## src/design/assert_macros.svh

```systemverilog
// ----------------------------------------------------------------------------
// assert_macros.svh
// Concurrent assertion helpers for the voice allocator, clocked on clk and
// disabled while rst is high.
// ----------------------------------------------------------------------------
`ifndef ASSERT_MACROS_SVH
`define ASSERT_MACROS_SVH

// Check a property on every rising clock edge outside reset.
`define ASSERT_CLK(label, prop, msg) \
  label: assert property (@(posedge clk) disable iff (rst) prop) else $error(msg);

// Check that a condition implies a consequence on the next clock edge.
`define ASSERT_NEXT(label, cond, cons, msg) \
  `ASSERT_CLK(label, (cond) |=> (cons), msg)

`endif

```

## src/design/svalloc_pkg.sv

```systemverilog
// ----------------------------------------------------------------------------
// svalloc_pkg
// Shared types and constants for the polyphonic voice allocator.
// ----------------------------------------------------------------------------
`default_nettype none

package svalloc_pkg;

  localparam int VOICES_DEF     = 8;
  localparam int STAMP_BITS_DEF = 32;

  localparam int         COUNT_W   = 4;
  localparam logic [3:0] COUNT_MAX = 4'd15;

  localparam logic REQ_NOTE_ON  = 1'b0;
  localparam logic REQ_NOTE_OFF = 1'b1;

  typedef struct packed {
    logic        req_type;
    logic [6:0]  note_number;
    logic [7:0]  idle_voices;
    logic [31:0] now_time;
  } req_t;

  typedef struct packed {
    logic       granted;
    logic [2:0] granted_voice;
    logic [7:0] release_mask;
    logic       all_released;
  } rsp_t;

endpackage

`default_nettype wire

```

## src/design/synth_voice_allocator.sv

```systemverilog
// ----------------------------------------------------------------------------
// synth_voice_allocator
// Polyphonic voice allocator: idle-first, oldest-released voice stealing.
// ----------------------------------------------------------------------------
// Each request is handled alone: the block scans the voices one per cycle
// through a single stamp comparator. A note on stops at the first free voice
// with an idle envelope, and a note off scans every voice. The result is
// registered in S_COMMIT and copied to the response register in S_DONE. The
// next request is accepted in the cycle after the response is loaded, even
// while that response is still stalled at the output.
`default_nettype none

module synth_voice_allocator #(
  parameter int VOICES     = svalloc_pkg::VOICES_DEF,
  parameter int STAMP_BITS = svalloc_pkg::STAMP_BITS_DEF
) (
  input  wire logic               clk,
  input  wire logic               rst,
  input  wire logic               req_valid,
  output logic                    req_stall,
  input  wire svalloc_pkg::req_t  req,
  output logic                    rsp_valid,
  input  wire logic               rsp_stall,
  output svalloc_pkg::rsp_t       rsp
);

  localparam int IDX_W  = (VOICES > 1) ? $clog2(VOICES) : 1;
  localparam int MASK_W = (VOICES > 8) ? VOICES : 8;
  localparam logic [IDX_W-1:0] IDX_LAST = IDX_W'(VOICES - 1);

  typedef enum logic [1:0] {
    S_IDLE,
    S_SCAN,
    S_COMMIT,
    S_DONE
  } state_t;

  state_t                         state;
  svalloc_pkg::req_t              cur;
  svalloc_pkg::rsp_t              res;
  svalloc_pkg::rsp_t              res_next;
  logic [IDX_W-1:0]               idx;
  logic [IDX_W-1:0]               pick;
  logic                           found;
  logic [STAMP_BITS-1:0]          best;
  logic [MASK_W-1:0]              mask_ext;
  logic [MASK_W-1:0]              idle_ext;
  logic [VOICES-1:0]              voice_busy;
  logic [6:0]                     voice_note [VOICES];
  logic [STAMP_BITS-1:0]          release_stamp [VOICES];
  logic [svalloc_pkg::COUNT_W-1:0] active_count;
  logic [STAMP_BITS-1:0]          cur_stamp;
  logic [STAMP_BITS-1:0]          stamp_now;
  logic                           commit_on;

  assign req_stall = (state != S_IDLE);

  always_comb begin
    idle_ext      = '0;
    idle_ext[7:0] = cur.idle_voices;
  end

  assign cur_stamp = release_stamp[idx];
  assign stamp_now = STAMP_BITS'(cur.now_time);
  assign commit_on = (state == S_COMMIT) && (cur.req_type == svalloc_pkg::REQ_NOTE_ON);

  always_comb begin
    res_next = '0;
    if (cur.req_type == svalloc_pkg::REQ_NOTE_ON) begin
      if (found) begin
        res_next.granted       = 1'b1;
        res_next.granted_voice = 3'(pick);
      end
    end else begin
      res_next.release_mask = mask_ext[7:0];
      res_next.all_released = (active_count <= svalloc_pkg::COUNT_W'(1));
    end
  end

  always_ff @(posedge clk) begin
    if (rst) begin
      state        <= S_IDLE;
      rsp_valid    <= 1'b0;
      active_count <= '0;
      voice_busy   <= '0;
      found        <= 1'b0;
      for (int v = 0; v < VOICES; v++) begin
        voice_note[v]    <= '0;
        release_stamp[v] <= '0;
      end
    end else begin
      if (rsp_valid && !rsp_stall && (state != S_DONE)) begin
        rsp_valid <= 1'b0;
      end
      case (state)
        S_IDLE: begin
          if (req_valid) begin
            cur      <= req;
            idx      <= '0;
            pick     <= '0;
            found    <= 1'b0;
            best     <= '0;
            mask_ext <= '0;
            state    <= S_SCAN;
          end
        end
        S_SCAN: begin
          if (cur.req_type == svalloc_pkg::REQ_NOTE_ON) begin
            if (!voice_busy[idx]) begin
              if (idle_ext[idx]) begin
                pick  <= idx;
                found <= 1'b1;
              end else if (!found || (cur_stamp < best)) begin
                best  <= cur_stamp;
                pick  <= idx;
                found <= 1'b1;
              end
            end
            if ((!voice_busy[idx] && idle_ext[idx]) || (idx == IDX_LAST)) begin
              state <= S_COMMIT;
            end else begin
              idx <= idx + 1'b1;
            end
          end else begin
            if (voice_note[idx] == cur.note_number) begin
              voice_busy[idx]    <= 1'b0;
              release_stamp[idx] <= stamp_now;
              mask_ext[idx]      <= 1'b1;
            end
            if (idx == IDX_LAST) begin
              state <= S_COMMIT;
            end else begin
              idx <= idx + 1'b1;
            end
          end
        end
        S_COMMIT: begin
          res <= res_next;
          if (cur.req_type == svalloc_pkg::REQ_NOTE_ON) begin
            if (found) begin
              voice_note[pick] <= cur.note_number;
              voice_busy[pick] <= 1'b1;
              if (active_count < svalloc_pkg::COUNT_MAX) begin
                active_count <= active_count + 1'b1;
              end
            end
          end else begin
            if (active_count <= svalloc_pkg::COUNT_W'(1)) begin
              active_count <= '0;
            end else begin
              active_count <= active_count - 1'b1;
            end
          end
          state <= S_DONE;
        end
        S_DONE: begin
          if (!rsp_valid || !rsp_stall) begin
            rsp       <= res;
            rsp_valid <= 1'b1;
            state     <= S_IDLE;
          end
        end
        default: begin
          state <= S_IDLE;
        end
      endcase
    end
  end

`include "assert_macros.svh"

  `ASSERT_NEXT(a_accept_scan, req_valid && !req_stall, state == S_SCAN, "accept did not start scan")
  `ASSERT_CLK(a_rsp_exclusive, rsp_valid |-> !(rsp.granted && |rsp.release_mask), "grant with release")
  `ASSERT_NEXT(a_grant_busy, commit_on && found, voice_busy[pick], "granted voice not busy")
  `ASSERT_CLK(a_scan_found, (commit_on && !found) |-> (voice_busy == '1), "free voice missed")

endmodule

`default_nettype wire
```

## config.mk

```make
export PLATFORM = sky130hd
export DESIGN_NAME = synth_voice_allocator
export DESIGN_NICKNAME = d
export VERILOG_FILES = /design/src/design/svalloc_pkg.sv /design/src/design/synth_voice_allocator.sv
export VERILOG_INCLUDE_DIRS = /design/src /design/src/design
export SDC_FILE = /design/constraint.sdc
export NUM_CORES = 1
export LEC_CHECK = 0
export BUFFER_PORTS_ARGS = -buffer_cell sky130_fd_sc_hd__buf_2
export CORE_AREA = 3 3 227 185
export CTS_BUF_LIST = sky130_fd_sc_hd__clkbuf_8
export DETAILED_ROUTE_END_ITERATION = 7
export DIE_AREA = 0 0 230 188
export PLACE_DENSITY = 0.67
export SLEW_MARGIN = 20
export SYNTH_ARGS = -nofsm -noshare
export SYNTH_HDL_FRONTEND = slang
export SYNTH_SLANG_ARGS = --single-unit
```

## constraint.sdc

```tcl
create_clock -name clk -period 7.4 [get_ports clk]
set_clock_uncertainty 0.15 [all_clocks]
set_input_delay 2.22 -clock clk [delete_from_list [all_inputs] [get_ports clk]]
set_output_delay 2.22 -clock clk [all_outputs]
set_load 0.01 [all_outputs]
```

Word-level counts from Yosys, hierarchy flattened --
Memory sizes are Yosys's and may differ from the RTL's. A register that Yosys moved wholly into a read port is not among the register bits. Index checks and enable logic that the tools add are counted.
Word-level totals: register bits 136, bits in latches 0, memory bits (writable) 312, ROM bits 0, input bits 52, output and inout bits 15, word-level logic and storage cells 165, memories 2
Memories:
- release_stamp | words 8, bits a word 32, rd ports 1, clocked after Yosys merged registers in 1, wr ports 8, line synth_voice_allocator.sv:50 | logic [STAMP_BITS-1:0] release_stamp [VOICES];
- voice_note | words 8, bits a word 7, rd ports 1, clocked after Yosys merged registers in 1, wr ports 8, line synth_voice_allocator.sv:49 | logic [6:0] voice_note [VOICES];
Operators by class: add/subtract/negate cells 3, multipliers 0, divide/modulo/power cells 0, magnitude comparators 7, equality and inequality tests 21, shift operators 0, muxes and demuxes 73, bitwise gates (word level) 6, reduce and logical (&&, ||, !) cells 32
Operators by type and width (count):
- $mux W32 | 6
- $pmux W32 S2 | 1
- $mux W8 | 7
- $mux W3 | 12
- $lt A32 B32 Y1 | 1
- $pmux W8 S2 | 2
- $reduce_or A32 Y1 | 1
- $mux W1 | 26
- $ne A2 B2 Y1 const B | 11
- $mux W4 | 5
- $reduce_and A5 Y1 | 4
- $or A8 B8 Y8 | 2
- $ne A3 B3 Y1 const B | 5
- $pmux W3 S2 | 2
- $mux W2 | 5
- $reduce_bool A2 Y1 | 5
- $reduce_and A3 Y1 | 3
- $and A8 B8 Y8 | 1
- $lt A3 B4 Y1 const B | 2
- $not A8 Y8 | 1
- $pmux W2 S4 | 1
- $eq A7 B7 Y1 | 1
- $mux W7 | 1
- $reduce_and A7 Y1 | 1
- 22 further kinds | 36

Depth between registers and ports, before layout --
Gate-level depths: netlist of the first run.
depth in word-level cells 9, mapped depth 13, mapped depth without buffers 10

Worst setup path after synthesis of the first run --
No wires, ideal clock.
path type reg-to-reg, from register (tool-made name), to register best[0], enable pin, arrival 4.930 ns, slack 1.890 ns, cell stages (with the launch flop) 14, path buffers 3, cell sequence dfxtp_1 -> buf_2 -> buf_1 -> buf_1 -> mux4_2 -> mux2_2 -> ha_1 -> a21o_1 -> a21o_1 -> a21o_1 -> a2111oi_0 -> o2111ai_1 -> a2111oi_0 -> o2bb2ai_1
RTL lines:
- to (signal assigned) | line synth_voice_allocator.sv:114 | best <= cur_stamp;
- to (decl) | line synth_voice_allocator.sv:45 | logic [STAMP_BITS-1:0] best;

==> out/qor.csv, run 1 <==
metric;value;unit
run status;finished clean;
post-synthesis cell type with the largest combined area;sky130_fd_sc_hd__edfxtp_1;
initial DRC count;716;
fill count;3250;
endpoint required time on the critical path;7480;ps
Post-Layout Cell Count;2027;
Post-CTS Setup Inserts;0;
CP Class;reg -> reg;
layout cell share with drive strength beyond 1;21.5;%
row count;66;
unrepaired setup endpoints after global routing;false;
most common cell after layout, fill and taps aside;sky130_fd_sc_hd__edfxtp_1;
global-route wire length before repair;66300;µm
final setup margin;1950;ps
Avg Inst Size Synth;15.2;µm²
clock tree from TritonCTS;done;
crit path cell chain;buf_4 > mux4_2 > mux2_2 > ha_1 > a21o_1 > a2111oi_0 > o2111ai_1 > a2111oi_1 > o2bb2ai_4;
Hold Fails Final Rpt;0;
end point of the worst hold path;rsp[7];
worst reg2reg path depth;9;
area of the placeable core;40100;µm²
path class of the lowest-slack min-delay path;reg -> reg;
overall overflow remaining after global route;0;
dpl cells;1901;
max cap viols;0;
Initial Util;50.4;%
antenna violations before repair;2;
average vias per placed instance;5.41;
post-place setup slack;1800;ps
post-synthesis cell count;1335;
sum of net half-perimeters after detailed placement;25000;µm
Overall Global Routing Usage;20.1;%
max-slew violation total from the final report;0;
IR drop worst, VDD;173;µV
smallest hold slack;259;ps
number of I/O pins;67;
final wirelength;42400;µm
FMAX;183;MHz
die height;188;µm
crit path max-delay cell type;sky130_fd_sc_hd__a2111oi_0;
count of nets left with antenna violations after detail routing;0;
total of cells resized after clock tree synthesis;0;
relative slew slack;23.3;%
cell types with the largest area share after synthesis;sky130_fd_sc_hd__edfxtp_1 (64%), sky130_fd_sc_hd__and2_1 (11%), sky130_fd_sc_hd__mux4_2 (7.5%), sky130_fd_sc_hd__ha_1 (2.5%), sky130_fd_sc_hd__mux2_2 (2.4%);
Critical Path Sink Type;flop;
final count of negative-setup-slack endpoints;0;
number of nets in the layout;1525;
number of stages on the worst hold path;0;
quantity of I/O buffers inserted on ports;66;
clock sink count;451;
Static Leak;8.50;nW
WP data arrival;5540;ps
shortest period the worst path allows;5450;ps
DIE AREA;43200;µm²
routed wire length per instance;20.9;µm
chip width;230;µm
clock input transition at the sequential cells of the worst setup and hold paths;70;ps
number of clock buffers inserted by TritonCTS;72;
most frequent cells in the layout;sky130_fd_sc_hd__edfxtp_1 (432), sky130_fd_sc_hd__and2_1 (360), sky130_fd_sc_hd__clkbuf_8 (74);
proportion of synthesized chip area in sequential cells;66.0;%
peak per-stage delay on the critical path;980;ps
most frequently used flop master after synthesis;sky130_fd_sc_hd__edfxtp_1;
total power per unit cell area;308;nW/µm²
worst-margin pin slew;1120;ps
startpoint class of the critical path;flop;
number of global-route vias before repair;11400;
total standard cell area after synthesis;20200;µm²
share of flip-flops with an asynchronous set or reset;0;%
proportion of netlist area held by the largest area contributor;64.1;%
setup total negative slack;0;ps
count of state elements after synthesis;451;
number of enable flip-flop cells after synthesis;432;
first-pass iteration count of the detailed router;5;
Synth Warn #;0;
root buffer selected by CTS;sky130_fd_sc_hd__clkbuf_8;
Reg-to-Reg End;best[7];
CTS Hold Bufs;0;
count of cell types in the netlist;59;
H-tree levels;3;
worst hold start;res[7];
ant diodes;0;
CTS Buffer Depth;3;
largest net degree at the start of global routing;49;
flop-to-flop setup slack;1950;ps
Area growth, synth to finish;11.2;%
clk_lat worst skew;610;ps
number of vias after detailed routing;11000;
Final period util;73.7;%
syn nets;1428;
Final GP Congestion;0.783;
highest net fanout along the worst path;32;
number of design rule violations left after detail routing;0;
[metrics by stage]
step	cell area (µm²)	total power, W	util (%)
after global routing	22500	0.00731	56.1
after CTS	22500	0.00700	56.0
after detailed placement	21200	0.00504	52.8
after floorplan	20200	0.00452	-
final	22500	0.00693	56.1
after global placement	21200	0.00500	52.8
[logic make-up (layout without fill, tap and decap cells)]
| group | Yosys count | count (layout) | synth area share (%) |
|---|---|---|---|
| compound gates | 93 | 93 | 3.02 |
| xor+xnor | 2 | 2 | 0.0866 |
| fa+ha+maj | 41 | 41 | 2.53 |
| buf+inv | 111 | 259 | 2.21 |
| mux | 129 | 129 | 10.8 |
| flops | 451 | 451 | 66.0 |
| simple gates | 508 | 508 | 15.4 |
[registers in the layout (all words and copies together), names as in the netlist, named ones only]
name           count
release_stamp    256
voice_busy         8
rsp_valid          1
res               13
stamp_now         32
idx                3
idle_ext           8
cur                8
state              2
mask_ext           8
found              1
voice_note        56
active_count       4
rsp               13
best              32
pick               3
[Yosys cell counts (7+ instances only)]
cell,n
sky130_fd_sc_hd__edfxtp_1,432
sky130_fd_sc_hd__buf_1,7
sky130_fd_sc_hd__mux2_2,44
sky130_fd_sc_hd__nor2_1,39
sky130_fd_sc_hd__a21oi_1,26
sky130_fd_sc_hd__nor2b_1,15
sky130_fd_sc_hd__mux2i_1,18
sky130_fd_sc_hd__nor3_1,8
sky130_fd_sc_hd__inv_1,47
sky130_fd_sc_hd__nand2_1,17
sky130_fd_sc_hd__or3_1,8
sky130_fd_sc_hd__ha_1,41
sky130_fd_sc_hd__o21ai_0,11
sky130_fd_sc_hd__dfxtp_1,19
sky130_fd_sc_hd__a31oi_1,11
sky130_fd_sc_hd__and2_1,360
sky130_fd_sc_hd__a21o_1,10
sky130_fd_sc_hd__nand2b_1,9
sky130_fd_sc_hd__mux4_2,67
sky130_fd_sc_hd__clkbuf_1,44
sky130_fd_sc_hd__or2_2,17
sky130_fd_sc_hd__nand3_1,11
[layout make-up]
type,count,area [µm²],share of cell area [%]
clock buffers,74,1020,4.52
clock inverters,51,268,1.19
inverters,47,176,0.784
multi-input cells,773,6480,28.8
flip-flops and latches,451,13400,59.4
well taps,544,681,3.02
repair buffers,87,520,2.31
[how the worst max path moves through the flow]
stage	cells after the start	startpoint	slack, ps	end
2_1_floorplan	13	flop	1890	best[0]
3_3_place_gp	9	flop	1910	best[7]
3_5_place_dp	9	flop	1800	best[7]
4_1_cts	9	flop	1760	best[25]
5_1_grt	9	flop	1610	best[14]
6_report	9	flop	1950	best[7]
[worst max-delay path: cells and delay by family, from the launching register on]
| kind | cells | cell delay [ps] |
|---|---|---|
| DFF | 1 | 690 |
| buffers and inverters | 1 | 410 |
| AOI/OAI and AO/OA | 5 | 2650 |
| muxes | 2 | 840 |
| adders and majority gates | 1 | 290 |
[routing by layer]
layer / routed length, µm / part of all wire, % / vias up / track usage [%]
li1: - / - / 5110 / -
met4: 897 / 2.1 / 0 / 5.99
met2: 19600 / 46 / 281 / 31.6
met3: 2240 / 5.3 / 71 / 3.83
met5: 0 / 0 / - / 0
met1: 19700 / 46 / 5507 / 28.9
[power by group]
part	internal, W	total [W]	leakage (nW)	switching (W)
Combinational	0.000782	0.00164	3.28	0.000856
Clock	0.000998	0.00196	0.722	0.000960
Sequential	0.00308	0.00334	4.50	0.000257
Total	0.00486	0.00693	8.50	0.00207
No activity file was read; power rests on OpenSTA's default activity.
==> inputs of run 2 (changes only) <==
- ABC_AREA: not set -> 1
- CORE_AREA: 3 3 227 185 -> 3 3 225 183
- DIE_AREA: 0 0 230 188 -> 0 0 228 186
- PLACE_DENSITY: 0.67 -> 0.69
- clock period: 7.4 -> 4.56 ns (I/O delays scaled with it)
==> out/qor.csv, run 2 <==
metric;value;unit;change
run status;finished clean;;
overall overflow remaining after global route;0;;unchanged
sum of net half-perimeters after detailed placement;28000;µm;+12%
Avg Inst Size Synth;10.6;µm²;-30%
number of global-route vias before repair;13600;;+19%
area fraction in and, or, nand and nor cells after synthesis;15.6;%;+0.23 points
relative slew slack;38.1;%;+15 points
crit path cell chain;buf_4 > o21ai_0 > o22ai_1 > nand2_1 > nand2_1 > ha_1 > a21oi_1 > o21ai_0 > nand3_1 > a21oi_1 > a211oi_1 > nand2_1 > nand2_1 > nand2_1 > a21oi_4 > buf_4;;
die height;186;µm;-1.1%
number of buffers and inverters on the critical path;2;;+1
post-place instance area;20800;µm²;-1.7%
Critical Path Sink Type;flop;;
CP Class;reg -> reg;;
largest family of logic cells by synthesized area;simple AND/OR/NAND/NOR gates;;
final count of negative-setup-slack endpoints;0;;unchanged
proportion of netlist area held by the largest area contributor;65.6;%;+1.5 points
number of enable flip-flop cells after synthesis;432;;unchanged
total of cells resized after clock tree synthesis;0;;unchanged
cell types with the largest area share after synthesis;sky130_fd_sc_hd__edfxtp_1 (66%), sky130_fd_sc_hd__nor2_1 (9.6%), sky130_fd_sc_hd__o21ai_0 (4.6%), sky130_fd_sc_hd__nand2_1 (4.2%), sky130_fd_sc_hd__ha_1 (2.6%);;
Static Leak;8.91;nW;+4.9%
startpoint class of the critical path;flop;;
most frequently used flop master after synthesis;sky130_fd_sc_hd__edfxtp_1;;
Worst path top cell family by delay;compound AO/OA/AOI/OAI gates;;
Final GP Congestion;0.898;;+15%
area of the placeable core;39200;µm²;-2.3%
largest register by flop count;release_stamp;;
number of flip-flops under the largest register name;256;;unchanged
post-synthesis cell count;1860;;+39%
Area growth, synth to finish;11.9;%;
shortest period the worst path allows;3930;ps;-1530 ps
most common cell after layout, fill and taps aside;sky130_fd_sc_hd__nor2_1;;
setup total negative slack;0;ps;unchanged
layout cell share with drive strength beyond 1;10.8;%;-11 points
adder-cell share of the synthesized area;2.59;%;+0.058 points
antenna violations before repair;0;;-2
row count;65;;-1.5%
Synth Warn #;0;;unchanged
met1 Track Usage GR;32.3;%;+3.3 points
average vias per placed instance;5.54;;+2.3%
clk_lat worst skew;600;ps;about the same
number of clock buffers inserted by TritonCTS;73;;+1.4%
Hold Fails Final Rpt;0;;unchanged
met3 Resource Use GR;4.39;%;+0.56 points
max cap viols;0;;unchanged
number of I/O pins;67;;unchanged
Most common cell on crit path;sky130_fd_sc_hd__nand2_1;;
WP data arrival;4020;ps;-1520 ps
quantity of I/O buffers inserted on ports;66;;unchanged
worst-margin pin slew;928;ps;-193 ps
parity-gate share of the synthesized area counting xor and xnor cells;0.354;%;+0.27 points
count of state elements after synthesis;451;;unchanged
post-synthesis cell type with the largest combined area;sky130_fd_sc_hd__edfxtp_1;;
routed wire length per instance;19.0;µm;-8.9%
count of cell types in the netlist;35;;-41%
first-pass iteration count of the detailed router;6;;+1
H-tree levels;3;;unchanged
initial DRC count;1701;;+140%
number of design rule violations left after detail routing;0;;unchanged
CTS Hold Bufs;0;;unchanged
smallest hold slack;253;ps;-5.90 ps
total standard cell area after synthesis;19800;µm²;-2.3%
fill count;3374;;+3.8%
clock tree from TritonCTS;done;;
max-slew violation total from the final report;0;;unchanged
final wirelength;48200;µm;+14%
flop-to-flop setup slack;630;ps;-1310 ps
number of nets in the layout;2034;;+33%
clock input transition at the sequential cells of the worst setup and hold paths;60;ps;about the same
Post-Layout Cell Count;2531;;+25%
unrepaired setup endpoints after global routing;false;;
DIE AREA;42400;µm²;-1.9%
highest net fanout along the worst path;59;;+84%
root buffer selected by CTS;sky130_fd_sc_hd__clkbuf_8;;
Post-CTS Setup Inserts;0;;unchanged
peak per-stage delay on the critical path;730;ps;-250 ps
Finished Core Util;56.5;%;+0.40 points
total power per unit cell area;564;nW/µm²;+83%
met2 global-route usage;36.2;%;+4.6 points
most frequent cells in the layout;sky130_fd_sc_hd__nor2_1 (504), sky130_fd_sc_hd__edfxtp_1 (432), sky130_fd_sc_hd__nand2_1 (211);;
commonest cells in the netlist;sky130_fd_sc_hd__nor2_1 (506), sky130_fd_sc_hd__edfxtp_1 (432), sky130_fd_sc_hd__nand2_1 (219);;
CTS Buffer Depth;3;;unchanged
Overall Global Routing Usage;22.9;%;+2.7 points
proportion of synthesized chip area in sequential cells;67.5;%;+1.5 points
FMAX;255;MHz;+39%
most used routing layer in global routing;met2;;
syn nets;1953;;+37%
count of nets left with antenna violations after detail routing;0;;unchanged
crit path max-delay cell type;sky130_fd_sc_hd__dfxtp_4;;
top-count cell post-synth;sky130_fd_sc_hd__nor2_1;;
largest net degree at the start of global routing;60;;+22%
clock sink count;451;;unchanged
ant diodes;0;;unchanged
Final period util;86.1;%;+12 points
summed area of non-filler cells in the final layout;22100;µm²;-1.6%
number of vias after detailed routing;14000;;+28%
IR drop worst, VDD;310;µV;+80%
dpl cells;2402;;+26%
global-route wire length before repair;75600;µm;+14%
share of flip-flops with an asynchronous set or reset;0;%;unchanged
Initial Util;50.5;%;about the same
endpoint required time on the critical path;4650;ps;-2830 ps
leading registers by flop count;release_stamp (256), voice_note (56);;
fraction of synthesized area in multiplexers;0;%;-11 points
share of the synthesized area in compound gates (AO/OA/AOI/OAI);9.29;%;+6.3 points
chip width;228;µm;-0.87%
path class of the lowest-slack min-delay path;reg -> reg;;
==> run 2: layout make-up <==
cell class                 instances  area, µm²  area share (%)
timing repair buffer             104        741            3.35
clock buffer                      77       1060            4.79
clock inverter                    52        243            1.10
sequential                       451      13400            60.3
tap                              536        671            3.03
inverter                         138        520            2.35
multi-input combinational       1173       5550            25.1
==> run 2: final timing paths <==
kind                  end   start  cells after the start
hold / removal     rsp[3]  res[3]                      0
setup reg to reg  best[2]    flop                     16
setup / recovery  best[2]    flop                     16
hold reg to reg    rsp[3]  res[3]                      0
==> run 2: power breakdown <==
group | internal (W) | switching, W
combinational | 0.00128 | 0.00276
sequential | 0.00500 | 0.000240
clock | 0.00162 | 0.00158
==> run 2: per-layer routing <==
metal  up-vias  wire (µm)
met5         -          0
met3        88       4620
met1      6704      20600
met2       664      21900
li1       6559          -
met4         0       1070
==> run 2: cells by family after synthesis <==
group | count (synthesis)
adder cells (fa/ha/maj) | 41
AND/OR/NAND/NOR | 788
XOR/XNOR | 8
buffers and inverters | 236
AO/OA/AOI/OAI | 336
flip-flops | 451
==> run 2: per-stage QoR <==
stage	worst slack, ps	total power [W]
after floorplan	247	0.00809
after global placement	818	0.00922
after detailed placement	712	0.00931
after CTS	655	0.0125
after global routing	330	0.0133
final	633	0.0125
